`config.mk`:
```
export PLATFORM = sky130hd
export DESIGN_NAME = avc_config_record_parser
export DESIGN_NICKNAME = d
export VERILOG_FILES = /design/src/acrp_pkg.sv /design/src/acrp_in_reg.sv /design/src/acrp_parser.sv /design/src/avc_config_record_parser.sv
export SDC_FILE = /design/constraint.sdc
export NUM_CORES = 1
export LEC_CHECK = 0
export ABC_AREA = 1
export BUFFER_PORTS_ARGS = -buffer_cell sky130_fd_sc_hd__buf_2
export CAP_MARGIN = 20
export CORE_MARGIN = 2
export CORE_UTILIZATION = 40
export CTS_BUF_LIST = sky130_fd_sc_hd__clkbuf_4 sky130_fd_sc_hd__clkbuf_8
export DETAILED_ROUTE_END_ITERATION = 8
export PLACE_DENSITY = 0.7
export SETUP_SLACK_MARGIN = 0.5
export SLEW_MARGIN = 40
export SYNTH_ARGS = -nofsm -noshare
export SYNTH_HDL_FRONTEND = slang
export SYNTH_HIERARCHICAL = 1
export SYNTH_SLANG_ARGS = --single-unit
```
`constraint.sdc`:
```
create_clock -name clk -period 6.2 [get_ports clk]
set_clock_uncertainty 0.05 [all_clocks]
set_input_delay 1.24 -clock clk [delete_from_list [all_inputs] [get_ports clk]]
set_output_delay 1.24 -clock clk [all_outputs]
set_load 0.05 [all_outputs]
```
`src/acrp_pkg.sv`:
```
// acrp_pkg: shared types and codes for the decoder configuration record parser
// no dependencies

package acrp_pkg;

  typedef enum logic [3:0] {
    KIND_VERSION    = 4'd0,
    KIND_PROFILE    = 4'd1,
    KIND_COMPAT     = 4'd2,
    KIND_LEVEL      = 4'd3,
    KIND_NAL_SIZE   = 4'd4,
    KIND_SPS_COUNT  = 4'd5,
    KIND_SPS_LENGTH = 4'd6,
    KIND_SPS_BYTE   = 4'd7,
    KIND_PPS_COUNT  = 4'd8,
    KIND_PPS_LENGTH = 4'd9,
    KIND_PPS_BYTE   = 4'd10,
    KIND_IGNORED    = 4'd11
  } field_kind_t;

  typedef enum logic [1:0] {
    STATUS_OK       = 2'd0,
    STATUS_EARLY    = 2'd1,
    STATUS_TRAILING = 2'd2
  } status_t;

  localparam logic [7:0] SPS_COUNT_MASK = 8'h1F;
  localparam logic [7:0] NAL_SIZE_MASK  = 8'h03;

  // registered input item
  typedef struct packed {
    logic       valid;
    logic [7:0] data_byte;
    logic       record_end;
  } item_t;

  // one step's result
  typedef struct packed {
    logic        emit;
    field_kind_t field_kind;
    logic [15:0] field_value;
    logic [7:0]  set_index;
    logic        last_of_set;
    logic        record_done;
    status_t     status;
  } result_t;

endpackage

```
`src/acrp_in_reg.sv`:
```
// acrp_in_reg: input register stage holding one accepted byte
// depends on acrp_pkg

module acrp_in_reg
  import acrp_pkg::*;
(
  input  logic       clk,
  input  logic       rst,
  input  logic       data_valid,
  output logic       data_ready,
  input  logic [7:0] data_byte,
  input  logic       record_end,
  input  logic       advance,
  output item_t      item
);

  logic       held;
  logic [7:0] byte_q;
  logic       end_q;

  assign data_ready = !held || advance;

  always_ff @(posedge clk) begin
    if (rst) begin
      held <= 1'b0;
    end else if (data_ready) begin
      held <= data_valid;
    end
  end

  always_ff @(posedge clk) begin
    if (data_valid && data_ready) begin
      byte_q <= data_byte;
      end_q  <= record_end;
    end
  end

  assign item.valid      = held;
  assign item.data_byte  = byte_q;
  assign item.record_end = end_q;

endmodule

```
`src/acrp_parser.sv`:
```
// acrp_parser: record state and per-byte field decode
// depends on acrp_pkg

module acrp_parser
  import acrp_pkg::*;
(
  input  logic    clk,
  input  logic    rst,
  input  logic    fire,
  input  item_t   item,
  output result_t result
);

  typedef enum logic [3:0] {
    PH_VERSION, PH_PROFILE, PH_COMPAT, PH_LEVEL, PH_NALSIZE, PH_SPSCOUNT,
    PH_SPSHI, PH_SPSLO, PH_SPSDATA, PH_PPSCOUNT, PH_PPSHI, PH_PPSLO,
    PH_PPSDATA, PH_DONE
  } phase_t;

  phase_t      phase, phase_next;
  logic [15:0] bytes_left, bytes_left_next;
  logic [7:0]  sets_left, sets_left_next;
  logic [7:0]  current_set, current_set_next;
  logic [7:0]  length_high, length_high_next;

  logic [7:0]  b;
  logic        complete;
  logic        is_pps;
  logic [15:0] len_word;
  logic [15:0] bytes_dec;
  logic [7:0]  sets_dec;

  assign b         = item.data_byte;
  assign len_word  = {length_high, b};
  assign bytes_dec = bytes_left - 16'd1;
  assign sets_dec  = sets_left - 8'd1;

  always_comb begin
    phase_next         = phase;
    bytes_left_next    = bytes_left;
    sets_left_next     = sets_left;
    current_set_next   = current_set;
    length_high_next   = length_high;
    complete           = 1'b0;
    is_pps             = 1'b0;
    result.emit        = 1'b1;
    result.field_kind  = KIND_IGNORED;
    result.field_value = {8'd0, b};
    result.set_index   = 8'd0;
    result.last_of_set = 1'b0;
    result.record_done = item.record_end;
    result.status      = STATUS_OK;

    case (phase)
      PH_VERSION: begin
        result.field_kind = KIND_VERSION;
        phase_next = PH_PROFILE;
      end
      PH_PROFILE: begin
        result.field_kind = KIND_PROFILE;
        phase_next = PH_COMPAT;
      end
      PH_COMPAT: begin
        result.field_kind = KIND_COMPAT;
        phase_next = PH_LEVEL;
      end
      PH_LEVEL: begin
        result.field_kind = KIND_LEVEL;
        phase_next = PH_NALSIZE;
      end
      PH_NALSIZE: begin
        result.field_kind  = KIND_NAL_SIZE;
        result.field_value = {8'd0, (b & NAL_SIZE_MASK) + 8'd1};
        phase_next = PH_SPSCOUNT;
      end
      PH_SPSCOUNT: begin
        result.field_kind  = KIND_SPS_COUNT;
        result.field_value = {8'd0, b & SPS_COUNT_MASK};
        sets_left_next   = b & SPS_COUNT_MASK;
        current_set_next = 8'd0;
        phase_next = ((b & SPS_COUNT_MASK) == 8'd0) ? PH_PPSCOUNT : PH_SPSHI;
      end
      PH_PPSCOUNT: begin
        result.field_kind = KIND_PPS_COUNT;
        sets_left_next   = b;
        current_set_next = 8'd0;
        if (b == 8'd0) begin
          complete = 1'b1;
        end else begin
          phase_next = PH_PPSHI;
        end
      end
      PH_SPSHI, PH_PPSHI: begin
        length_high_next = b;
        result.emit = 1'b0;
        phase_next = (phase == PH_SPSHI) ? PH_SPSLO : PH_PPSLO;
      end
      PH_SPSLO, PH_PPSLO, PH_SPSDATA, PH_PPSDATA: begin
        is_pps = (phase == PH_PPSLO) || (phase == PH_PPSDATA);
        result.set_index = current_set;
        if ((phase == PH_SPSLO) || (phase == PH_PPSLO)) begin
          result.field_kind  = is_pps ? KIND_PPS_LENGTH : KIND_SPS_LENGTH;
          result.field_value = len_word;
          bytes_left_next    = len_word;
          phase_next = is_pps ? PH_PPSDATA : PH_SPSDATA;
        end else begin
          result.field_kind = is_pps ? KIND_PPS_BYTE : KIND_SPS_BYTE;
          bytes_left_next   = bytes_dec;
          result.last_of_set = (bytes_dec == 16'd0);
        end
        // set finished
        if (bytes_left_next == 16'd0) begin
          sets_left_next   = sets_dec;
          current_set_next = current_set + 8'd1;
          if (sets_dec != 8'd0) begin
            phase_next = is_pps ? PH_PPSHI : PH_SPSHI;
          end else begin
            current_set_next = 8'd0;
            if (is_pps) begin
              complete = 1'b1;
            end else begin
              phase_next = PH_PPSCOUNT;
            end
          end
        end
      end
      default: begin
        result.status = STATUS_TRAILING;
      end
    endcase

    if ((result.status == STATUS_OK) && item.record_end && !complete) begin
      result.status = STATUS_EARLY;
    end

    if (item.record_end) begin
      result.emit      = 1'b1;
      phase_next       = PH_VERSION;
      bytes_left_next  = 16'd0;
      sets_left_next   = 8'd0;
      current_set_next = 8'd0;
      length_high_next = 8'd0;
    end else if (complete) begin
      phase_next = PH_DONE;
    end
  end

  always_ff @(posedge clk) begin
    if (rst) begin
      phase       <= PH_VERSION;
      bytes_left  <= 16'd0;
      sets_left   <= 8'd0;
      current_set <= 8'd0;
      length_high <= 8'd0;
    end else if (fire) begin
      phase       <= phase_next;
      bytes_left  <= bytes_left_next;
      sets_left   <= sets_left_next;
      current_set <= current_set_next;
      length_high <= length_high_next;
    end
  end

`ifndef SYNTHESIS
  a_end_restarts: assert property (@(posedge clk) disable iff (rst)
    fire && item.record_end |=> phase == PH_VERSION && sets_left == 8'd0)
    else $error("record end did not restart the parser");

  a_done_trailing: assert property (@(posedge clk) disable iff (rst)
    fire && phase == PH_DONE |-> result.status == STATUS_TRAILING && result.emit)
    else $error("byte after complete record not flagged");

  a_last_kind: assert property (@(posedge clk) disable iff (rst)
    fire && result.last_of_set |->
      result.field_kind == KIND_SPS_BYTE || result.field_kind == KIND_PPS_BYTE)
    else $error("last of set on a non data byte");

  a_quiet_only_hi: assert property (@(posedge clk) disable iff (rst)
    fire && !result.emit |=> phase == PH_SPSLO || phase == PH_PPSLO)
    else $error("silent byte outside a length high byte");
`endif

endmodule

```
`src/avc_config_record_parser.sv`:
```
// avc_config_record_parser: top level, input stage, parser and result register
// depends on acrp_pkg, acrp_in_reg, acrp_parser

// Parses an H.264 decoder configuration record fed one byte per item and
// delivers one result item for each completed field (the high byte of a
// length gives none unless it ends the record). Throughput is one byte per
// cycle while no result waits on result_ready. The result item becomes
// valid once its byte has been taken into the input register at the accept
// edge and the per-byte state update has then loaded the result register.
// A result waiting on result_ready holds back the state update for every
// byte, including the silent ones. The input register then takes one more
// byte if it is empty, and after that the input stalls.

module avc_config_record_parser
  import acrp_pkg::*;
(
  input  logic        clk,
  input  logic        rst,
  input  logic        data_valid,
  output logic        data_ready,
  input  logic [7:0]  data_byte,
  input  logic        record_end,
  output logic        result_valid,
  input  logic        result_ready,
  output logic [3:0]  field_kind,
  output logic [15:0] field_value,
  output logic [7:0]  set_index,
  output logic        last_of_set,
  output logic        record_done,
  output logic [1:0]  status
);

  item_t   item;
  result_t step;
  logic    fire;
  result_t held;

  assign fire = item.valid && (!result_valid || result_ready);

  acrp_in_reg u_in (
    .clk        (clk),
    .rst        (rst),
    .data_valid (data_valid),
    .data_ready (data_ready),
    .data_byte  (data_byte),
    .record_end (record_end),
    .advance    (fire),
    .item       (item)
  );

  acrp_parser u_parse (
    .clk    (clk),
    .rst    (rst),
    .fire   (fire),
    .item   (item),
    .result (step)
  );

  always_ff @(posedge clk) begin
    if (rst) begin
      result_valid <= 1'b0;
    end else if (fire) begin
      result_valid <= step.emit;
    end else if (result_ready) begin
      result_valid <= 1'b0;
    end
  end

  always_ff @(posedge clk) begin
    if (fire && step.emit) begin
      held <= step;
    end
  end

  assign field_kind  = held.field_kind;
  assign field_value = held.field_value;
  assign set_index   = held.set_index;
  assign last_of_set = held.last_of_set;
  assign record_done = held.record_done;
  assign status      = held.status;

`ifndef SYNTHESIS
  a_no_overwrite: assert property (@(posedge clk) disable iff (rst)
    result_valid && !result_ready |-> !fire)
    else $error("pending result overwritten");

  a_emit_shows: assert property (@(posedge clk) disable iff (rst)
    fire && step.emit |=> result_valid)
    else $error("emitted result not presented");

  a_status_done: assert property (@(posedge clk) disable iff (rst)
    result_valid && held.status == STATUS_EARLY |-> held.record_done)
    else $error("early end without record done");
`endif

endmodule
```
== Yosys cells after proc, flatten, opt, wreduce, memory -nomap -nowiden ==
Index checks and enable logic that the tools add are counted.

* $add $sub $neg: 4
* Eq/ne operators: 14
* Mux-type cells: 41
* Bitwise logic cells: 1
* Reductions and logical operators: 35

{| class="wikitable"
|+ Operators by type and width
! cell !! number
|-
| 2-to-1 mux 16 bit || 5
|-
| 2-to-1 mux 8 bit || 7
|-
| 2-to-1 mux 4 bit || 13
|-
| one-hot mux 16 bit (3 select lines) || 1
|-
| one-hot mux 4 bit (9 select lines) || 1
|-
| zero test 16 bit || 2
|-
| one-hot mux 4 bit (8 select lines) || 1
|-
| one-hot mux 8 bit (3 select lines) || 1
|-
| == test 4 bit (second input constant) || 5
|-
| == test 4 x 3 -> 1 bit (second input constant) || 4
|-
| zero test 8 bit || 2
|-
| one-hot mux 8 bit (2 select lines) || 1
|-
| subtractor 16 x 1 -> 16 bit (second input constant) || 1
|-
| OR reduction 13 bit || 1
|-
| nonzero test 11 bit || 1
|-
| AND reduction 3 bit || 3
|-
| adder 8 x 1 -> 8 bit (second input constant) || 1
|-
| == test 4 x 2 -> 1 bit (second input constant) || 2
|-
| 2-to-1 mux 1 bit || 8
|-
| nonzero test 8 bit || 1
|-
| subtractor 8 x 1 -> 8 bit (second input constant) || 1
|-
| nonzero test 2 bit || 3
|-
| OR reduction 2 bit || 3
|-
| logical AND 1 bit || 5
|-
| 16 further kinds || 22
|}

* Bits in registers: 87
* Input bits: 13
* Output and inout port bits: 34
* Logic and storage cells: 110

== Depth between registers and ports, before layout ==
Gate-level depths: netlist of run 1.

* Word-level depth: 10
* Gate-level depth with buffers: 20
* Depth with buffers taken out: 20

== By module ==
Netlist of run 1, hierarchy kept.

{| class="wikitable"
|+ By module, submodules not included
! module !! times used !! cells each !! area an instance (µm²) !! seq. area each (µm²)
|-
| acrp_parser || 1 || 583 || 3,389.5 || 880.8
|-
| avc_config_record_parser || 1 || 44 || 1,029.7 || 980.9
|-
| acrp_in_reg || 1 || 17 || 332.8 || 290.3
|}

== Worst setup path before layout of run 1 ==
Ideal clock, no wire load.

* Path type: input-to-output
* Start: in result_ready
* End: out data_ready
* Arrival time: 1.950 ns
* Required time: 4.910 ns
* Path slack: 2.960 ns
* Cell stages on the path: 6
* Path buffers: 0
* Path through: inv_1 nand2_1 inv_1 nor2_1 inv_2 nand2_2

* Longest elaborated chain between the ends: 3

{| class="wikitable"
|+ RTL lines
! element !! RTL line !! text
|-
| start: declaration || avc_config_record_parser.sv:24 || <nowiki>input logic result_ready,</nowiki>
|-
| logical OR 1 bit || avc_config_record_parser.sv:38 || <nowiki>assign fire = item.valid && (!result_valid || result_ready);</nowiki>
|-
| logical AND 1 bit || avc_config_record_parser.sv:38 ||
|-
| net fire || avc_config_record_parser.sv:35 || <nowiki>logic fire;</nowiki>
|-
| logical OR 1 bit || acrp_in_reg.sv:21 || <nowiki>assign data_ready = !held || advance;</nowiki>
|-
| end: declaration || avc_config_record_parser.sv:20 || <nowiki>output logic data_ready,</nowiki>
|}

The timed path passes the listed nets, and every way through them passes these cells.

== Worst setup path after layout of run 1 ==
Ends and elaborated chain as after synthesis.

==> results of run 1 <==
per-stage QoR:
stage / utilization (%) / total power [mW]
4_1_cts: 45.8 / 1.20
3_3_place_gp: 44.0 / 0.792
5_1_grt: 45.9 / 1.24
6_report: 45.9 / 1.19
3_5_place_dp: 44.1 / 0.794
2_1_floorplan: - / 0.759
worst max path at each step:
stage	startpoint	end	slack [ns]	depth (start not counted)
2_1_floorplan	result_ready	data_ready	2.96	6
3_3_place_gp	result_ready	data_ready	2.64	8
3_5_place_dp	result_ready	data_ready	2.61	8
4_1_cts	result_ready	data_ready	2.60	8
5_1_grt	result_ready	data_ready	2.46	8
6_report	result_ready	data_ready	2.57	8
area by class of cell:
| class | count | area, um^2 | area share [%] |
|---|---|---|---|
| Clock inverter | 6 | 71.3 | 1.35 |
| Tap cell | 143 | 179 | 3.39 |
| Timing Repair Buffer | 48 | 245 | 4.64 |
| Clock buffer | 10 | 131 | 2.49 |
| Multi-Input combinational cell | 453 | 2180 | 41.2 |
| Inverter | 87 | 327 | 6.18 |
| Sequential cell | 87 | 2150 | 40.7 |
sequential cells by signal, indices dropped and copies added, names as in the netlist:
name                 flops
u_parse/sets_left        8
record_done              1
status                   2
u_parse/current_set      8
last_of_set              1
set_index                8
u_in/end_q               1
u_parse/length_high      8
field_kind               4
u_in/held                1
u_parse/phase            4
u_parse/bytes_left      16
result_valid             1
field_value             16
u_in/byte_q              8
worst min-delay path: cells and delay by family, from the launching register on:
family,cells,cell delay (ns)
AO/OA/AOI/OAI,1,0.05
flip-flops,1,0.32
AND/OR/NAND/NOR,1,0.06
report_power, final:
group          internal (mW)  total [mW]  switching (mW)
Clock                  0.193       0.405           0.212
Combinational         0.0354       0.143           0.108
Sequential             0.624       0.638          0.0139
Total                  0.853        1.19           0.334
placed cells by master, fill, tap and decap left out, types with 3 or more instances in the layout:
cell type / netlist / routed
a21oi_1: 37 / 36
a31oi_1: 4 / 4
buf_2: 1 / 46
clkbuf_8: 0 / 9
dfxtp_1: 46 / 46
edfxtp_1: 41 / 41
ha_1: 9 / 9
inv_1: 78 / 78
inv_2: 9 / 9
nand2_1: 169 / 169
nand2_2: 6 / 6
nand3_1: 49 / 49
nand3b_1: 3 / 3
nand4_1: 10 / 10
nor2_1: 89 / 87
nor2_2: 4 / 6
nor3_1: 10 / 10
o21ai_0: 20 / 20
o21ai_1: 13 / 13
o21ai_2: 4 / 4
xor2_1: 5 / 5
cell families after synthesis:
logic type	count (synthesis)	share of synthesized area, %
adder cells (fa/ha/maj)	9	2.37
buffers and inverters	104	9.19
AO/OA/AOI/OAI	89	10.7
flip-flops	87	45.3
XOR/XNOR	7	1.29
AND/OR/NAND/NOR	348	31.2
metal layers:
| layer | track usage (%) | wire length, um |
|---|---|---|
| met4 | 7.32 | 228 |
| met3 | 3.64 | 822 |
| met2 | 30.4 | 5260 |
| met1 | 25.7 | 5270 |
| met5 | 0 | 0 |
==> metrics.cfg, run 1 <==
[detailed_routing]
drc = 6
antenna_left = 0
post_drt_wl_per_cell_um = 13.9
avgViaCountPerCell = 5.13
drt_first_iter_violations = 331
first_pass_iters = 9
num_vias = 4280
drt-total-wl_um = 11600

[synthesis]
synth_ff_type = dfxtp_1
ys_seq_area_share_pct = 45.3
synth_common_cells = nand2_1, nor2_1, inv_1
yosysTopAreaCell = edfxtp_1
synth-async-reset-ratio_pct = 0
yosysWarnings = 6
synth_nets = 666
syn_inst = 644
netlist.area_leader.share_pct = 25.9
ys_ff_latch = 87
synth_cell_types = 39
synth_area_um2 = 4750
yosysMostFrequentCell = nand2_1
yosys-top-cells-area = edfxtp_1, dfxtp_1, nand2_1
synth_edf_count = 41
syn_area_per_cell_um2 = 7.38

[global_route]
grt_pass1_wl_um = 19400
antenna_found_initial = 0
grt_pass1_vias = 3981
grt_overflow = 0
grt_max_degree = 33
grt.total_usage_pct = 19.0

[placed_design]
gp_congestion = 1.00
hpwl_um = 8710
pre_cts_slack_ns = 2.61
port_buffers = 46
placed_cell_area_um2 = 5080
dp_cells = 818

[timing]
finalMaxSlewViolations = 0
grt_setup_unrepaired = false
min_period_ns = 3.63
fin_setup_tns_ns = 0
layout_setup_ws_ns = 2.57
worstMarginPinSlew_ns = 0.698
setup_viol = 0
slew_headroom_pct = 53.5
fin_crit_sh_pct = 58.6
timing.fmax_mhz = 275
hold-worst-slack_ns = 0.419
hold_violations = 0

[worst_hold_path]
min_from = u_parse/length_high[5]$_SDFFE_PP0P_
holdPathEnd = u_parse/length_high[5]$_SDFFE_PP0P_
hold_depth = 2
hold_path.class = register to register

[final_layout]
antennaDiodeCount = 0
final_cells = 834
nNetsFinal = 708
area_growth_pct = 11.2
n_fill_cell = 1130
stdcell_area_um2 = 5280
drive_above_1_share_pct = 14.0

[clock_network]
cts_made_buffers = 9
post_cts_resized = 0
tritoncts = yes
cts_hold_buf = 0
post_cts_buffers = 0
cts.path.max_buffers = 2
htreeDepth = 3
clockRootBuffer = clkbuf_8
cts.sinks = 87
clk_pin_slew_worst_paths_ns = 0.09
insertion_delay_ns = 0.37

[flow_run]
max_cap_viol_count = 0

[critical_path]
reg2reg_setup_slack_ns = 3.05
end_kind = output pin
crit-reg2reg-launch = u_parse/phase[2]$_SDFFE_PP0P_
path_max_fanout = 7
cp_top_family = simple AND/OR/NAND/NOR gates
cp.arrival_ns = 2.34
crit_path_top_delay_cell = nor2_1
crit_path_cell_trace = buf_2, inv_1, nand2_1, inv_1, nor2_1, inv_2, nand2_2, buf_2
crit_type = input port to output pin
worstRegToRegCells = 17
critical_path_buf_inv_count = 5
cpPeakStageDelay_ns = 0.43
cp.required_ns = 4.91
r2r-end = u_parse/current_set[5]$_SDFFE_PP0P_
critPathLaunchType = input port

[floorplanning]
die_h_um = 113
start_util_pct = 41.3
core-area_um2 = 11500
num_rows = 39
die_area_um2 = 12800
top_level_ports = 47
die_w_um = 113

[power_and_ir_drop]
power_density_nw_per_um2 = 225
ir_worst_vdd_mv = 0.101
power.leakage_nw = 2.27

[status]
violations = DRC
outcome = finished with violations

Note: power is estimated with default switching activity, not from simulation.
==> run 2: changes to the inputs <==
- PLACE_DENSITY: 0.7 -> 0.72
- clock period: 6.2 -> 3.17 ns (I/O delays scaled with it)
==> metrics.cfg, run 2 (synthesis results as in run 1) <==
[status]
outcome = finished with violations
violations = DRC

[timing]
hold_violations = 0  ; unchanged
worstMarginPinSlew_ns = 0.727  ; +0.0295 ns
timing.fmax_mhz = 404
grt_setup_unrepaired = false
slew_headroom_pct = 50.3  ; -3.2 points
fin_setup_tns_ns = 0  ; unchanged
hold-worst-slack_ns = 0.367  ; -0.0527 ns
fin_crit_sh_pct = 78.1
setup_viol = 0  ; unchanged
min_period_ns = 2.48
finalMaxSlewViolations = 0  ; unchanged

[clock_network]
clk_pin_slew_worst_paths_ns = 0.09  ; about the same
cts_made_buffers = 9  ; unchanged
tritoncts = yes
cts.path.max_buffers = 2  ; unchanged
cts_hold_buf = 0  ; unchanged
clockRootBuffer = clkbuf_8
htreeDepth = 3  ; unchanged
insertion_delay_ns = 0.38  ; about the same
cts.sinks = 87  ; unchanged

[worst_hold_path]
hold_path.class = input port to register

[floorplanning]
top_level_ports = 47  ; unchanged
core-area_um2 = 11500  ; unchanged
die_w_um = 113  ; unchanged
num_rows = 39  ; unchanged
start_util_pct = 41.3  ; unchanged
die_h_um = 113  ; unchanged
die_area_um2 = 12800  ; unchanged

[final_layout]
layout_common_cells = nand2_1, inv_1, nor2_1
n_fill_cell = 1148  ; +1.6%
drive_above_1_share_pct = 18.0  ; +4.0 points
final_cells = 843  ; +1.1%
antennaDiodeCount = 0  ; unchanged
nNetsFinal = 717  ; +1.3%
layout_commonest_cell = nand2_1
area_growth_pct = 16.1

[detailed_routing]
first_pass_iters = 7  ; -2
avgViaCountPerCell = 5.17  ; +0.74%
drc = 5  ; -1
num_vias = 4358  ; +1.8%
drt_first_iter_violations = 282  ; -15%
drt-total-wl_um = 11900  ; +3.0%
post_drt_wl_per_cell_um = 14.1  ; +1.9%
antenna_left = 0  ; unchanged

[critical_path]
path_max_fanout = 12  ; +5
crit_type = register to register
critPathLaunchType = register
critPathMostFrequentCell = nand2_1
cp.required_ns = 3.20  ; -1.71 ns
crit_path_top_delay_cell = a2111oi_0
end_kind = register
cp.arrival_ns = 2.51  ; +0.17 ns
crit_path_cell_trace = nand2_1, inv_2, nand2_4, nand2_1, nor2_1, inv_2, nand2_1, nor2_1, nand4_1, a2111oi_0
cpPeakStageDelay_ns = 0.60  ; +0.17 ns

[global_route]
grt_overflow = 0  ; unchanged
grt_pass1_wl_um = 19000  ; -1.7%
grt.total_usage_pct = 19.0  ; about the same
antenna_found_initial = 0  ; unchanged
grt_pass1_vias = 4053  ; +1.8%
grt_max_degree = 32  ; -3.0%

[placed_design]
dp_cells = 825  ; +0.86%
hpwl_um = 8810  ; +1.1%
port_buffers = 46  ; unchanged
gp_congestion = 0.984  ; -1.6%

[power_and_ir_drop]
power_density_nw_per_um2 = 427  ; +90%
power.leakage_nw = 2.40  ; +5.6%
ir_worst_vdd_mv = 0.233  ; +130%

[flow_run]
max_cap_viol_count = 0  ; unchanged

[run 2: worst max-delay path: cells and delay by family, from the launching register on]
family / cells / cell delay, ns
AND/OR/NAND/NOR: 7 / 0.78
AO/OA/AOI/OAI: 1 / 0.60
flip-flops: 1 / 0.40
buffers and inverters: 2 / 0.35
[run 2: area by class of cell]
cell class	count	area, um^2	area share [%]
clock buffers	11	151	2.74
clock inverters	5	56.3	1.02
inverters	87	334	6.05
multi-input cells	454	2310	41.9
flip-flops and latches	87	2160	39.2
well taps	143	179	3.24
repair buffers	56	322	5.83
[run 2: metrics by stage]
stage	area, um^2	worst slack (ns)	total power, mW	utilization, %
detailed placement	5140	0.404	1.56	44.6
global route	5520	0.458	2.46	47.9
floorplan	4750	0.542	1.48	-
CTS	5370	0.540	2.37	46.6
global placement	5140	0.476	1.56	44.6
finish	5520	0.694	2.36	47.9
[run 2: where the power goes]
| part | total (mW) | internal, mW | switching, mW |
|---|---|---|---|
| sequential | 1.25 | 1.22 | 0.0274 |
| clock | 0.814 | 0.406 | 0.408 |
| combinational | 0.294 | 0.0776 | 0.216 |
| total | 2.36 | 1.70 | 0.652 |
[run 2: metal layers]
| metal | track usage [%] | wire length (um) | vias up | part of all wire [%] |
|---|---|---|---|---|
| li1 | - | - | 2200 | - |
| met5 | 0 | 0 | - | 0 |
| met4 | 7.80 | 254 | 0 | 2.1 |
| met1 | 24.6 | 5290 | 1980 | 44 |
| met3 | 4.45 | 851 | 26 | 7.1 |
| met2 | 30.8 | 5530 | 152 | 46 |
[run 2: repair_timing]
item	CTS	global route
buffers inserted	0	1
pin swaps	0	5
gates resized for setup	8	38
endpoints found under the setup margin	12	17
gates cloned	0	1
[run 2: worst paths after layout]
path,start,end,slack (ns),cells after the start
setup / recovery,u_parse/phase[0]$_SDFFE_PP0P_,last_of_set$_DFFE_PP_,0.69,10
hold / removal,data_byte[2],u_in/byte_q[2]$_DFFE_PP_,0.37,1
setup reg to reg,u_parse/phase[0]$_SDFFE_PP0P_,last_of_set$_DFFE_PP_,0.69,10
hold reg to reg,u_parse/length_high[0]$_SDFFE_PP0P_,u_parse/length_high[0]$_SDFFE_PP0P_,0.42,2
==> run 3: changes to the inputs <==
- clock period: 3.17 -> 2.25 ns (I/O delays scaled with it)
==> metrics.cfg, run 3 (synthesis results as in run 1) <==
[clock_network]
cts.sinks = 87  ; unchanged
clk_pin_slew_worst_paths_ns = 0.09  ; about the same
htreeDepth = 3  ; unchanged
insertion_delay_ns = 0.38  ; about the same
cts_hold_buf = 0  ; unchanged
cts.path.max_buffers = 2  ; unchanged
cts_made_buffers = 9  ; unchanged
tritoncts = yes
clockRootBuffer = clkbuf_8

[timing]
slew_headroom_pct = 64.1  ; +14 points
min_period_ns = 2.33  ; -0.148 ns
setup_viol = 18  ; +18
layout_setup_ws_ns = -0.0782  ; -0.772 ns
timing.fmax_mhz = 430  ; +6.4%
fin_crit_sh_pct = 103  ; +25 points
finalMaxSlewViolations = 0  ; unchanged
hold_violations = 0  ; unchanged
hold-worst-slack_ns = 0.191  ; -0.176 ns
grt_setup_unrepaired = true
worstMarginPinSlew_ns = 0.535  ; -0.193 ns

[power_and_ir_drop]
netSwitchingPower_mw = 0.975  ; +50%
power.leakage_nw = 3.06  ; +28%
internal-power_mw = 2.34  ; +38%
pwr-share-seq_pct = 52.7  ; -0.3 points
ir_worst_vdd_mv = 0.334  ; +44%
p_comb_share_pct = 16.9  ; +4.4 points
swShare_pct = 29.4  ; +1.7 points
power_density_nw_per_um2 = 467  ; +9.4%
clkPwrFrac_pct = 30.4  ; -4.2 points

[floorplanning]
start_util_pct = 41.3  ; unchanged
die_area_um2 = 12800  ; unchanged
num_rows = 39  ; unchanged
top_level_ports = 47  ; unchanged
core-area_um2 = 11500  ; unchanged
die_w_um = 113  ; unchanged
die_h_um = 113  ; unchanged

[flow_run]
max_cap_viol_count = 0  ; unchanged

[final_layout]
nNetsFinal = 820  ; +14%
area_growth_pct = 49.5
layout_commonest_cell = nand2_1
layout_common_cells = nand2_1, buf_4, inv_1
antennaDiodeCount = 0  ; unchanged
stdcell_area_um2 = 7110  ; +29%
drive_above_1_share_pct = 44.7  ; +27 points

[critical_path]
path_max_fanout = 12  ; unchanged
crit_path_cell_trace = inv_4, ha_4, inv_1, nor2_2, nand3_1, nand3_2, nand2_2, nand4_1, nor2_2, buf_4, nand2_2, nand3_2, nand2_4, inv_8, buf_4, o21ai_1, nor2_1
crit_path_top_delay_cell = dfxtp_2
critPathLaunchType = register
crit_type = register to register
cpPeakStageDelay_ns = 0.34  ; -0.26 ns
cp.arrival_ns = 2.56  ; +0.05 ns
end_kind = register
cp.required_ns = 2.48  ; -0.72 ns

[global_route]
grt.total_usage_pct = 22.2  ; +3.2 points
grt_overflow = 0  ; unchanged
grt_max_degree = 32  ; unchanged
grt_pass1_wl_um = 22400  ; +18%
grt_pass1_vias = 4581  ; +13%
antenna_found_initial = 0  ; unchanged

[detailed_routing]
drt_first_iter_violations = 397  ; +41%
first_pass_iters = 7  ; unchanged
drt-met1-wl_um = 6270  ; +19%
drc = 3  ; -2
post_drt_wl_per_cell_um = 15.8  ; +12%
route.met2.wl_um = 7060  ; +27%
wl_met3_um = 1230  ; +44%
avgViaCountPerCell = 5.28  ; +2.2%
antenna_left = 0  ; unchanged
num_vias = 4998  ; +15%
top_layer_used = met4
drt-total-wl_um = 15000  ; +25%

[status]
violations = DRC, setup timing
outcome = finished with violations

[worst_hold_path]
hold_path.class = input port to register

[placed_design]
gp_congestion = 0.928  ; -5.7%
placed_cell_area_um2 = 5690  ; +11%
port_buffers = 46  ; unchanged
hpwl_um = 9920  ; +13%

run 3: cell count changes in the layout (fill, tap and decap cells not counted), moves of 10 or more:
cell     previous run  this run
nand3_2             1        12
a21oi_1            37        23
a21oi_2             1        13
buf_6               1        17
nand2_1           167       122
o21ai_2             3        13
nor2_1             77        58
nor2_4              7        21
nand3_1            49        35
nand2_2             3        42
buf_4               8        80
run 3: final cells by class:
cell class                 count  area [um^2]
clock buffer                  11          145
clock inverter                 5         33.8
fill                         957         4410
inverter                      87          360
multi-input combinational    453         2850
sequential                    87         2180
tap                          143          179
timing repair buffer         160         1360
run 3: worst paths after layout:
| path | slack [ns] | start | cells after the start | end |
|---|---|---|---|---|
| worst max-delay path | -0.08 | u_parse/bytes_left[0]$_SDFFE_PP0P_ | 17 | u_parse/current_set[3]$_SDFFE_PP0P_ |
| worst min-delay path | 0.19 | data_byte[0] | 1 | u_in/byte_q[0]$_DFFE_PP_ |
| worst max register to register | -0.08 | u_parse/bytes_left[0]$_SDFFE_PP0P_ | 17 | u_parse/current_set[3]$_SDFFE_PP0P_ |
| worst min register to register | 0.42 | u_parse/length_high[3]$_SDFFE_PP0P_ | 2 | u_parse/length_high[3]$_SDFFE_PP0P_ |
run 3: power by group through the flow:
| stage | sequential (mW) | clock [mW] | combinational, mW |
|---|---|---|---|
| floorplan | 1.89 | 0 | 0.206 |
| global placement | 1.78 | 0 | 0.434 |
| detailed placement | 1.79 | 0 | 0.439 |
| CTS | 1.75 | 1.03 | 0.491 |
| global route | 1.76 | 1.09 | 0.598 |
| finish | 1.75 | 1.01 | 0.561 |
run 3: per-layer routing:
| layer | track usage (%) | vias to the layer above |
|---|---|---|
| li1 | - | 2412 |
| met1 | 29.7 | 2322 |
| met2 | 36.3 | 229 |
| met3 | 4.50 | 35 |
| met4 | 7.48 | 0 |
| met5 | 0 | - |
run 3: critical path: cells and delay by family, from the launching register on:
| kind | cells | cell delay, ns |
|---|---|---|
| buf+inv | 5 | 0.49 |
| flops | 1 | 0.34 |
| compound gates | 1 | 0.11 |
| simple gates | 10 | 1.03 |
| fa+ha+maj | 1 | 0.19 |
run 3: metrics by stage:
step / setup WS [ns] / power (mW) / setup TNS [ns] / instances / util (%)
2_1_floorplan: 0.151 / 2.10 / 0 / 644 / -
3_3_place_gp: -0.235 / 2.22 / -2.12 / 882 / 49.4
3_5_place_dp: -0.200 / 2.23 / -3.20 / 882 / 49.4
4_1_cts: -0.0210 / 3.27 / -0.0921 / 921 / 56.7
5_1_grt: -0.236 / 3.44 / -3.54 / 946 / 61.7
6_report: -0.0782 / 3.32 / -0.816 / 946 / 61.7
run 3: repair_timing:
action / in CTS / in global routing
gates cloned: 4 / 5
pin swaps: 42 / 26
buffers inserted: 19 / 20
gates resized for setup: 135 / 87
endpoints found under the hold margin: 0 / 0
setup endpoints to repair: 81 / 70
